## config.mk

```make
export PLATFORM = sky130hd
export DESIGN_NAME = rvw_front
export DESIGN_NICKNAME = d
export VERILOG_FILES = /design/src/sv/rv64_word_alu_muldiv_macros.svh /design/src/sv/rvw_pkg.sv /design/src/sv/rvw_front.sv
export SDC_FILE = /design/constraint.sdc
export NUM_CORES = 1
export LEC_CHECK = 0
export ABC_AREA = 1
export BUFFER_PORTS_ARGS = -buffer_cell sky130_fd_sc_hd__buf_2
export CORE_AREA = 2 2 92 94
export DETAILED_ROUTE_END_ITERATION = 10
export DIE_AREA = 0 0 94 96
export GPL_ROUTABILITY_DRIVEN = 0
export GPL_TIMING_DRIVEN = 0
export PLACE_DENSITY = 0.46
export SYNTH_ARGS = -nofsm -noshare
export SYNTH_HDL_FRONTEND = slang
export SYNTH_SLANG_ARGS = --single-unit
```

## constraint.sdc

```tcl
create_clock -name vclk -period 0.8
set_input_delay 0.04 -clock vclk [all_inputs]
set_output_delay 0.04 -clock vclk [all_outputs]
set_load 0.01 [all_outputs]
```

## src/sv/rv64_word_alu_muldiv_macros.svh

```systemverilog
// assertion helpers used by the top-level module
`ifndef RV64_WORD_ALU_MULDIV_MACROS_SVH
`define RV64_WORD_ALU_MULDIV_MACROS_SVH

// condition implies consequence in the same cycle
`define RVW_ASSERT_SAME(label, clk, rst_n, cond, cons) \
	label: assert property (@(posedge clk) disable iff (!rst_n) (cond) |-> (cons)) \
		else $error("rvw check failed");

// condition implies consequence in the next cycle
`define RVW_ASSERT_NEXT(label, clk, rst_n, cond, cons) \
	label: assert property (@(posedge clk) disable iff (!rst_n) (cond) |=> (cons)) \
		else $error("rvw check failed");

`endif

```

## src/sv/rvw_pkg.sv

```systemverilog
package rvw_pkg;

	localparam int unsigned WORD_W = 32;
	localparam int unsigned XLEN   = 64;
	localparam int unsigned REG_W  = 5;
	localparam int unsigned SH_W   = 5;

	localparam logic [6:0] F7_BASE = 7'h00;
	localparam logic [6:0] F7_MULD = 7'h01;
	localparam logic [6:0] F7_ALT  = 7'h20;

	localparam logic [2:0] F3_ADD  = 3'd0;
	localparam logic [2:0] F3_SLL  = 3'd1;
	localparam logic [2:0] F3_DIV  = 3'd4;
	localparam logic [2:0] F3_SR   = 3'd5;
	localparam logic [2:0] F3_REM  = 3'd6;
	localparam logic [2:0] F3_REMU = 3'd7;

	typedef enum logic [3:0] {
		OP_ADD, OP_SUB, OP_MUL, OP_SLL, OP_SRL, OP_SRA,
		OP_DIV, OP_DIVU, OP_REM, OP_REMU
	} op_t;

	// decoded instruction handed from front to back
	typedef struct packed {
		op_t                op;
		logic [WORD_W-1:0]  a;
		logic [WORD_W-1:0]  b;
		logic [REG_W-1:0]   rd;
		logic               illegal;
	} dec_t;

	// fields that ride along the divide pipeline
	typedef struct packed {
		op_t                op;
		logic [REG_W-1:0]   rd;
		logic               illegal;
		logic [WORD_W-1:0]  res;
		logic [WORD_W-1:0]  dvs;
		logic [WORD_W-1:0]  a;
		logic               negq;
		logic               negr;
		logic               zero;
	} pass_t;

endpackage

```

## src/sv/rvw_front.sv

```systemverilog
module rvw_front (
	input  logic [31:0]   instruction_word,
	input  logic [63:0]   first_operand,
	input  logic [63:0]   second_operand,
	output rvw_pkg::dec_t dec
);

	logic [2:0] f3;
	logic [6:0] f7;

	assign f3 = instruction_word[14:12];
	assign f7 = instruction_word[31:25];

	// funct3 / funct7 decode
	always_comb begin
		dec.a       = first_operand[rvw_pkg::WORD_W-1:0];
		dec.b       = second_operand[rvw_pkg::WORD_W-1:0];
		dec.rd      = instruction_word[11:7];
		dec.op      = rvw_pkg::OP_ADD;
		dec.illegal = 1'b0;
		case (f3)
			rvw_pkg::F3_ADD: begin
				if (f7 == rvw_pkg::F7_BASE) dec.op = rvw_pkg::OP_ADD;
				else if (f7 == rvw_pkg::F7_MULD) dec.op = rvw_pkg::OP_MUL;
				else if (f7 == rvw_pkg::F7_ALT) dec.op = rvw_pkg::OP_SUB;
				else dec.illegal = 1'b1;
			end
			rvw_pkg::F3_SLL: dec.op = rvw_pkg::OP_SLL;
			rvw_pkg::F3_DIV: dec.op = rvw_pkg::OP_DIV;
			rvw_pkg::F3_SR: begin
				if (f7 == rvw_pkg::F7_BASE) dec.op = rvw_pkg::OP_SRL;
				else if (f7 == rvw_pkg::F7_MULD) dec.op = rvw_pkg::OP_DIVU;
				else if (f7 == rvw_pkg::F7_ALT) dec.op = rvw_pkg::OP_SRA;
				else dec.illegal = 1'b1;
			end
			rvw_pkg::F3_REM:  dec.op = rvw_pkg::OP_REM;
			rvw_pkg::F3_REMU: dec.op = rvw_pkg::OP_REMU;
			default: dec.illegal = 1'b1;
		endcase
	end

endmodule

```

# Word-level counts from Yosys, hierarchy flattened
# Index checks and enable logic that the tools add are counted.
[op_classes]
eq_ne = 7
reduce_logical = 4
mux = 11
[ops]
columns = ["operator", "count"]
rows = [
  ["4-bit case mux with 6 select lines", 1],
  ["3-bit equality test (second input constant)", 4],
  ["3-bit 2-to-1 mux", 3],
  ["7-bit by 1-bit equality test with 1-bit output (second input constant)", 1],
  ["7-bit by 6-bit equality test with 1-bit output (second input constant)", 1],
  ["7-bit logical NOT", 1],
  ["1-bit 2-to-1 mux", 4],
  ["2-bit 2-to-1 mux", 2],
  ["4-bit OR reduction", 1],
  ["3-bit by 1-bit equality test with 1-bit output (second input constant)", 1],
  ["3-bit logical NOT", 1],
  ["1-bit case mux with 2 select lines", 1],
  ["2-bit OR reduction", 1],
]
[totals]
inputBits = 160
output_inout_bits = 74
reg_bits = 0
wordCells = 22

# Logic depth before layout (Yosys ltp)
[depth]
ltp_word = 5
ltp_mapped = 7
depth_no_buf = 7

# Worst setup path after synthesis
# No wires, ideal clock.
[synth_timing]
path_type = "input -> output"
from = "input port instruction_word[28]"
to = "output port dec[72] in the netlist's numbering"
n_path_buf = 0
slack_ps = 211
stages = 7
arrival_ps = 549
required_ps = 760
cell_sequence = "nor2_1 nand2_1 inv_1 nand2_1 nand3_1 nand2_1 nand2_1"
[synth_rtl]
columns = ["item", "line", "text"]
rows = [
  ["start, declared", "rvw_front.sv:2", "input logic [31:0] instruction_word,"],
  ["end, declared", "rvw_front.sv:5", "output rvw_pkg::dec_t dec"],
]

==> results_dict.tcl <==
set metrics [dict create \
    critPathArrivalTime_ns 0.80 \
    hold_depth 2 \
    netlist_top_cells_area "buf_4 (71%), nand2_1 (11%), nor2_1 (6.7%)" \
    core_um2 8050 \
    regArea_um2 0 \
    power_density_nw_per_um2 501 \
    mappedNetlistArea_um2 729 \
    yosysTopAreaCell "buf_4" \
    antenna_left 0 \
    fin_area_um2 1460 \
    syn_nets 282 \
    grt-ovfl-total 0 \
    die_width_um 94 \
    tightest_slew_ns 0.169 \
    cpMaxStageDelayCell "buf_2" \
    first_pass_iters 3 \
    cp_num_cells 10 \
    min_period_ns 0.838 \
    slew_viol_final 0 \
    seq_cells 0 \
    placementRows 33 \
    port-buffer-count 84 \
    dr_total_vias 941 \
    syn_avg_cell_area_um2 5.98 \
    initialDrtViolationCount 23 \
    grt_pass1_wl_um 2760 \
    status "finished, violations left" \
    synth_common_cells "buf_4 (69), nand2_1 (21), nor2_1 (13)" \
    hold_violations 0 \
    crit_path_start_kind "primary input" \
    n_fill_cell 902 \
    holdWs_ns 0.263 \
    yosysTopAreaCellShare_pct 71.0 \
    routed_via_density 3.01 \
    start_util_pct 9.06 \
    post-synth-top-count-cell "buf_4" \
    syn_inst 122 \
    seq_area_frac_synth_pct 0 \
    layout.nets 370 \
    cp.buffers_inverters 4 \
    startpoint "instruction_word[29]" \
    syn_to_final_growth_pct 99.8 \
    chipHeight_um 96 \
    leakagePower_nw 0.885 \
    finalSetupViolCount 2 \
    ys_warn_count 0 \
    layout_setup_ws_ns -0.0376 \
    place_area_um2 1280 \
    critical_path_peak_fanout 2 \
    crit_family "buffers and inverters" \
    rsz0062_at_grt "yes" \
    violations "negative setup slack" \
    drv_cap 0 \
    path_cells "buf_8, inv_4, nand2_4, nor2_4, buf_4, nand2_4, nand3_2, nand2_1, nand2_1, buf_2" \
    ir_drop_mv 0.149 \
    antenna_found_initial 0 \
    wirelength_um 2240 \
    path_class "primary input to output pin" \
    max_freq_mhz 1190 \
    maxSlewHeadroom_pct 88.7 \
    die-area_um2 9020 \
    post-route-period-util_pct 105 \
    route.detailed.drc 0 \
    grt_max_degree 8 \
    dp_hpwl_um 2020 \
    diodes 0 \
    layout-drive-gt1-share_pct 85.1 \
    min_from "first_operand[17]" \
    hp-class "primary input to output pin" \
    avgRoutedWirePerCell_um 7.16 \
    cts-hold-fix-buffers 0 \
    required_ns 0.76 \
    io_pins 234 \
    synth.distinct_cells 10 \
    clkbuf_count 0 \
    grt_pass1_vias 701 \
    endpoint_kind "output pin" \
    grt_usage_pct 3.56 \
    slowest_delay_ns 0.13 \
]
==> through the flow <==
stage | power (mW) | TNS, ns | instances | setup WS (ns) | util, %
2_1_floorplan | 0.418 | 0 | 122 | 0.211 | -
3_3_place_gp | 0.642 | -0.417 | 311 | -0.142 | 15.9
3_5_place_dp | 0.648 | -0.410 | 311 | -0.153 | 15.9
4_1_cts | 0.704 | -0.0988 | 312 | -0.0447 | 17.2
5_1_grt | 0.799 | -0.339 | 313 | -0.102 | 18.1
6_report | 0.731 | -0.0513 | 313 | -0.0376 | 18.1
==> final timing paths <==
check       to  slack (ns)
max    dec[72]       -0.04
min    dec[55]        0.26
==> repair_timing <==
action,CTS,global route
buffers inserted,1,1
endpoints found under the hold margin,0,0
endpoints found under the setup margin,4,4
cloned,0,0
pin swaps,14,14
gates resized for setup,29,19
==> cells in the final DEF, fill, tap and decap left out <==
cell type and count:
a21oi_1 2, a31oi_1 1, buf_2 75, buf_4 72, buf_6 5, buf_8 3
inv_1 5, inv_2 3, inv_4 2, inv_6 1, nand2_1 13, nand2_2 5
nand2_4 3, nand3_1 2, nand3_2 1, nor2_1 6, nor2_2 1, nor2_4 6
nor3_1 1, or2_0 1
==> layout make-up <==
cell class         count  area (um^2)  share of cell area (%)
inverters             11         51.3                    3.52
plain buffers         69          518                    35.5
multi-input cells     42          258                    17.7
repair buffers        86          499                    34.2
well taps            105          131                    9.01
==> layer usage <==
metal  wire, um  vias to the layer above  track usage (%)
li1           -                      467                -
met1        627                      395             3.32
met2       1340                       79             8.69
met3        269                        0                0
met4          0                        0                0
met5          0                        -                0
==> where the power goes <==
group | switching [mW] | leakage (nW) | total [mW] | internal (mW)
Sequential | 0 | 0 | 0 | 0
Combinational | 0.297 | 0.885 | 0.731 | 0.434
Clock | 0 | 0 | 0 | 0
==> cell families after synthesis <==
family | count (synthesis) | share of synthesized area [%]
AOI/OAI and AO/OA | 3 | 2.23
buffers and inverters | 80 | 76.7
and+or+nand+nor | 39 | 21.1
Note: power is estimated with default switching activity, not from simulation.
