===== src/sv/rv64_word_alu_muldiv_macros.svh =====
// assertion helpers used by the top-level module
`ifndef RV64_WORD_ALU_MULDIV_MACROS_SVH
`define RV64_WORD_ALU_MULDIV_MACROS_SVH

// condition implies consequence in the same cycle
`define RVW_ASSERT_SAME(label, clk, rst_n, cond, cons) \
	label: assert property (@(posedge clk) disable iff (!rst_n) (cond) |-> (cons)) \
		else $error("rvw check failed");

// condition implies consequence in the next cycle
`define RVW_ASSERT_NEXT(label, clk, rst_n, cond, cons) \
	label: assert property (@(posedge clk) disable iff (!rst_n) (cond) |=> (cons)) \
		else $error("rvw check failed");

`endif


===== src/sv/rvw_pkg.sv =====
package rvw_pkg;

	localparam int unsigned WORD_W = 32;
	localparam int unsigned XLEN   = 64;
	localparam int unsigned REG_W  = 5;
	localparam int unsigned SH_W   = 5;

	localparam logic [6:0] F7_BASE = 7'h00;
	localparam logic [6:0] F7_MULD = 7'h01;
	localparam logic [6:0] F7_ALT  = 7'h20;

	localparam logic [2:0] F3_ADD  = 3'd0;
	localparam logic [2:0] F3_SLL  = 3'd1;
	localparam logic [2:0] F3_DIV  = 3'd4;
	localparam logic [2:0] F3_SR   = 3'd5;
	localparam logic [2:0] F3_REM  = 3'd6;
	localparam logic [2:0] F3_REMU = 3'd7;

	typedef enum logic [3:0] {
		OP_ADD, OP_SUB, OP_MUL, OP_SLL, OP_SRL, OP_SRA,
		OP_DIV, OP_DIVU, OP_REM, OP_REMU
	} op_t;

	// decoded instruction handed from front to back
	typedef struct packed {
		op_t                op;
		logic [WORD_W-1:0]  a;
		logic [WORD_W-1:0]  b;
		logic [REG_W-1:0]   rd;
		logic               illegal;
	} dec_t;

	// fields that ride along the divide pipeline
	typedef struct packed {
		op_t                op;
		logic [REG_W-1:0]   rd;
		logic               illegal;
		logic [WORD_W-1:0]  res;
		logic [WORD_W-1:0]  dvs;
		logic [WORD_W-1:0]  a;
		logic               negq;
		logic               negr;
		logic               zero;
	} pass_t;

endpackage


===== src/sv/rvw_queue.sv =====
module rvw_queue (
	input  logic          clk,
	input  logic          arst_n,
	input  logic          push,
	input  rvw_pkg::dec_t push_data,
	output logic          full,
	input  logic          pop,
	output logic          head_valid,
	output rvw_pkg::dec_t head_data
);

	rvw_pkg::dec_t mem_q [2];
	logic       wr_ptr_q;
	logic       rd_ptr_q;
	logic [1:0] cnt_q;

	assign full       = (cnt_q == 2'd2);
	assign head_valid = (cnt_q != 2'd0);
	assign head_data  = mem_q[rd_ptr_q];

	// pointers and fill count
	always_ff @(posedge clk or negedge arst_n) begin
		if (!arst_n) begin
			wr_ptr_q <= 1'b0;
			rd_ptr_q <= 1'b0;
			cnt_q    <= 2'd0;
		end else begin
			if (push) wr_ptr_q <= ~wr_ptr_q;
			if (pop) rd_ptr_q <= ~rd_ptr_q;
			cnt_q <= cnt_q + 2'(push) - 2'(pop);
		end
	end

	// entry storage
	always_ff @(posedge clk) begin
		if (push) mem_q[wr_ptr_q] <= push_data;
	end

endmodule


===== config.mk =====
export PLATFORM = sky130hd
export DESIGN_NAME = rvw_queue
export DESIGN_NICKNAME = d
export VERILOG_FILES = /design/src/sv/rv64_word_alu_muldiv_macros.svh /design/src/sv/rvw_pkg.sv /design/src/sv/rvw_queue.sv
export SDC_FILE = /design/constraint.sdc
export NUM_CORES = 1
export LEC_CHECK = 0
export ABC_AREA = 1
export BUFFER_PORTS_ARGS = -buffer_cell sky130_fd_sc_hd__buf_2
export CAP_MARGIN = 40
export CORE_MARGIN = 2
export CORE_UTILIZATION = 54
export CTS_BUF_LIST = sky130_fd_sc_hd__clkbuf_2 sky130_fd_sc_hd__clkbuf_4 sky130_fd_sc_hd__clkbuf_8
export DETAILED_ROUTE_END_ITERATION = 8
export GPL_TIMING_DRIVEN = 0
export MAX_ROUTING_LAYER = met4
export PLACE_DENSITY = 0.82
export SLEW_MARGIN = 20
export SYNTH_ARGS = -nofsm -noshare
export SYNTH_HDL_FRONTEND = slang
export SYNTH_SLANG_ARGS = --single-unit

===== constraint.sdc =====
create_clock -name clk -period 5.14 [get_ports clk]
set_clock_uncertainty 0.1 [all_clocks]
set_input_delay 0 -clock clk [delete_from_list [all_inputs] [get_ports clk]]
set_output_delay 0 -clock clk [all_outputs]
set_load 0.02 [all_outputs]

Word-level counts from Yosys, hierarchy flattened
Memories as Yosys holds them, arrays and structs flattened.
Cells that the tools add are included.
- bits in registers: 4
- memory bits (writable): 148
- input bits: 78
- output and inout bits: 76
- word-level logic and storage cells: 12
- memories kept: 1
- memory list (name ; words ; width ; read ports ; clocked after Yosys merged registers in ; write ports ; line ; text):
    mem_q ; 2 ; 74 ; 1 ; 0 ; 1 ; rvw_queue.sv:12 ; rvw_pkg::dec_t mem_q [2];
- add/sub/neg operators: 2
- equality and inequality tests: 1
- multiplexer cells: 2
- bitwise operators: 2
- reductions and logical operators: 1
- operators with widths (operator ; count):
    2-bit by 1-bit adder with 2-bit output ; 1
    2-bit == test, second input constant ; 1
    1-bit two-way mux ; 2
    1-bit NOT ; 2
    2-bit nonzero test ; 1
    2-bit by 1-bit subtractor with 2-bit output ; 1

Longest topological paths before layout
- depth in word-level cells: 2
- depth in mapped cells: 7
- gate-level depth less buffers: 7

Worst setup path before layout
OpenSTA, ideal clock, no wires.
- kind: register to register
- from: reg wr_ptr_q
- to: mem mem_q[0][0] in the netlist's numbering, enable pin
- library setup time: 0.509 ns
- arrival time: 3.500 ns
- required time: 4.531 ns
- setup slack: 1.032 ns
- stages on the path, launching flop included: 2
- path buffers: 0
- clock period less this slack: 4.108 ns
- cells stage by stage: dfrtp_1 > nor2_1
- RTL lines (item ; line ; text):
    start: declaration ; rvw_queue.sv:13 ; logic wr_ptr_q;
    start signal: assignment ; rvw_queue.sv:28 ; if (push) wr_ptr_q <= ~wr_ptr_q;
    end: declaration ; rvw_queue.sv:12 ;
Straight into the memory's write port.

==> reports/metrics.cfg <==
[layout]
instances_no_fill=814
antenna_cells=0
syn_to_final_growth_pct=39.3
fin_nets=745
drive_gt1_share_pct=29.9
multi_input_area_sq_um=737
regArea_sq_mm=0.00454
fill_cells=622

[synthesis]
ys_ff_latch=152
synthFlopType=edfxtp_1
ys_warn_count=0
synth_seq_area_share_pct=80.0
async_flop_share_pct=2.63
syn-num-nets=491
yosysTopAreaCellShare_pct=78.3
avgSynthCellArea_sq_um=13.8
yosysTopAreaCell=edfxtp_1
synthTopCellsByCount=edfxtp_1 (148), inv_1 (81), nand2_1 (81)
synth_edf_count=148
syn_area_sq_mm=0.00568
synth_cell_types=12
yosysMostFrequentCell=edfxtp_1
synth.area.top_cells=edfxtp_1 (78%), o21ai_0 (6.5%), inv_1 (5.4%)
syn_inst=411

[timing]
post-route-period-util_pct=36.0
rsz0062_at_grt=false
timing.final.crit_period_ps=1850
setup_viol=0
fin_ws_ps=3290
hold_viol=0
drv_slew=0
fmax_mhz=540
slew_headroom_pct=60.8
worst_pin_slew_ps=587
fin_tns_setup_ps=0

[global_route]
grt-ovfl-total=0
antenna_found_initial=0
grt_pass1_vias=4183
grt_pass1_wl_mm=19.9
grt.total_usage_pct=24.6
grt_max_degree=49

[route]
first_pass_iters=7
highest_layer=met4
via_per_inst=4.91
m1WireLength_mm=4.87
dr_wl_met3_um=742
drc_errors=0
met2_length_mm=6.97
routed_wirelength_mm=12.9
num_vias=3993
drt-initial-drc-count=293
wl_per_cell_um=15.9
drt.antenna.violating_nets=0

[floorplan]
rows=37
die_area_sq_mm=0.0114
io_pins=154
start_util_pct=55.3
die_height_um=107
core_area_sq_mm=0.0103
die_x_um=107

[worst_setup_path]
crit_fanout=10
r2r-start=wr_ptr_q$_DFFE_PN0P_
start_kind=flop
cp-end-kind=primary output
crit_start=rd_ptr_q$_DFFE_PN0P_
r2r_slack_ps=3390
crit_required_ps=5040
critPathArrivalTime_ps=1750
critPathKind=reg -> out

[cts]
numClockSinks=152
clk_latency_ps=440
clkSlewWorstSetupHoldPaths_ps=90
clock-root-buffer=clkbuf_8
postCtsResizedCells=0
postCtsSetupRepairBufs=0
htree_levels=4
tritoncts=done
numCtsBuffers=17
clockBufferDepth=2

[place]
place.gp.congestion=0.711
dp_hpwl_mm=7.39
numPortBuffers=153
pre_cts_ws_ps=3410
place_inst=704

[min_path]
hold_path_class=in -> reg
worstHoldStart=push_data[53]

[power_and_ir_drop]
ir_worst_vdd_uv=319
p_leak_nw=3.43
p_total_mw=4.16
power.density_mw_per_mm2=526

[outcome]
status=finished, final reports clean

[flow_run]
cap_viol_max_count=0

-- metrics by stage --
stage               utilization, %  hold WS [ps]  instance area (sq um)
finish                        77.0           168                   7910
global route                  77.0           153                   7910
CTS                           77.0           150                   7910
detailed placement            65.5          -285                   6730
global placement              64.4          -292                   6620
floorplan                        -          -396                   5680
-- cells in the final DEF, fill, tap and decap left out, types with 2 or more instances in the layout --
cell / instances
clkinv_4: 3
clkinv_2: 4
buf_4: 10
clkbuf_4: 2
clkinvlp_4: 2
dlygate4sd3_1: 78
clkbuf_8: 17
xor2_1: 2
ha_1: 2
clkbuf_1: 3
nand2_1: 81
inv_1: 80
o21ai_0: 74
buf_16: 3
edfxtp_1: 148
buf_2: 156
bufinv_16: 3
dfrtp_1: 4
-- cell type report --
| cell class | count | area share, % |
|---|---|---|
| multi-input cells | 162 | 9.31 |
| repair buffers | 235 | 20.8 |
| inverters | 81 | 3.87 |
| flip-flops and latches | 152 | 57.4 |
| plain buffers | 16 | 1.28 |
| clock inverters | 13 | 1.96 |
| well taps | 136 | 2.15 |
| clock buffers | 19 | 3.15 |
-- worst max-delay path, cell delays in order (launching register included) --
cell and delay, ps:
dfrtp_1 440, buf_4 210, buf_2 180, o21ai_0 260
buf_2 230
-- sequential cells by signal, summed over array words and instances, names as in the netlist --
signal / cells
wr_ptr_q: 1
rd_ptr_q: 1
mem_q: 148
cnt_q: 2
-- layer usage --
metal | vias up | global-route usage, %
met5 | - | -
met4 | 0 | 12.1
met3 | 37 | 5.33
met2 | 171 | 42.9
met1 | 1891 | 26.8
li1 | 1894 | -
-- cell families (layout without fill, tap and decap cells) --
kind of cell               after synthesis  after routing  share of synthesized area, %
AOI/OAI and AO/OA                       74             74                          6.52
xor gates and xnor gates                 2              2                         0.308
adders and majority gates                2              2                         0.441
DFF                                    152            152                          80.0
buffers and inverters                   97            364                          7.14
and+or+nand+nor                         84             84                          5.57
-- path summary, 6_finish.rpt --
path                                          end  cells after the start
max in group asynchronous    rd_ptr_q$_DFFE_PN0P_                      3
min                        mem_q[0][53]$_DFFE_PP_                      2
min reg2reg                  wr_ptr_q$_DFFE_PN0P_                      1
max                                 head_data[49]                      4
min in group asynchronous      cnt_q[0]$_DFF_PN0_                      3
max reg2reg                mem_q[0][56]$_DFFE_PP_                      3
-- power breakdown --
| group | switching [mW] | internal, mW |
|---|---|---|
| registers | 0.0695 | 1.64 |
| logic | 1.05 | 0.492 |
| clock network | 0.421 | 0.487 |
-- repair_timing --
item,CTS,global route
setup endpoints to repair,0,0
hold endpoints to repair,170,0
hold buffers,78,0
Power figures use the tool's default switching activity.
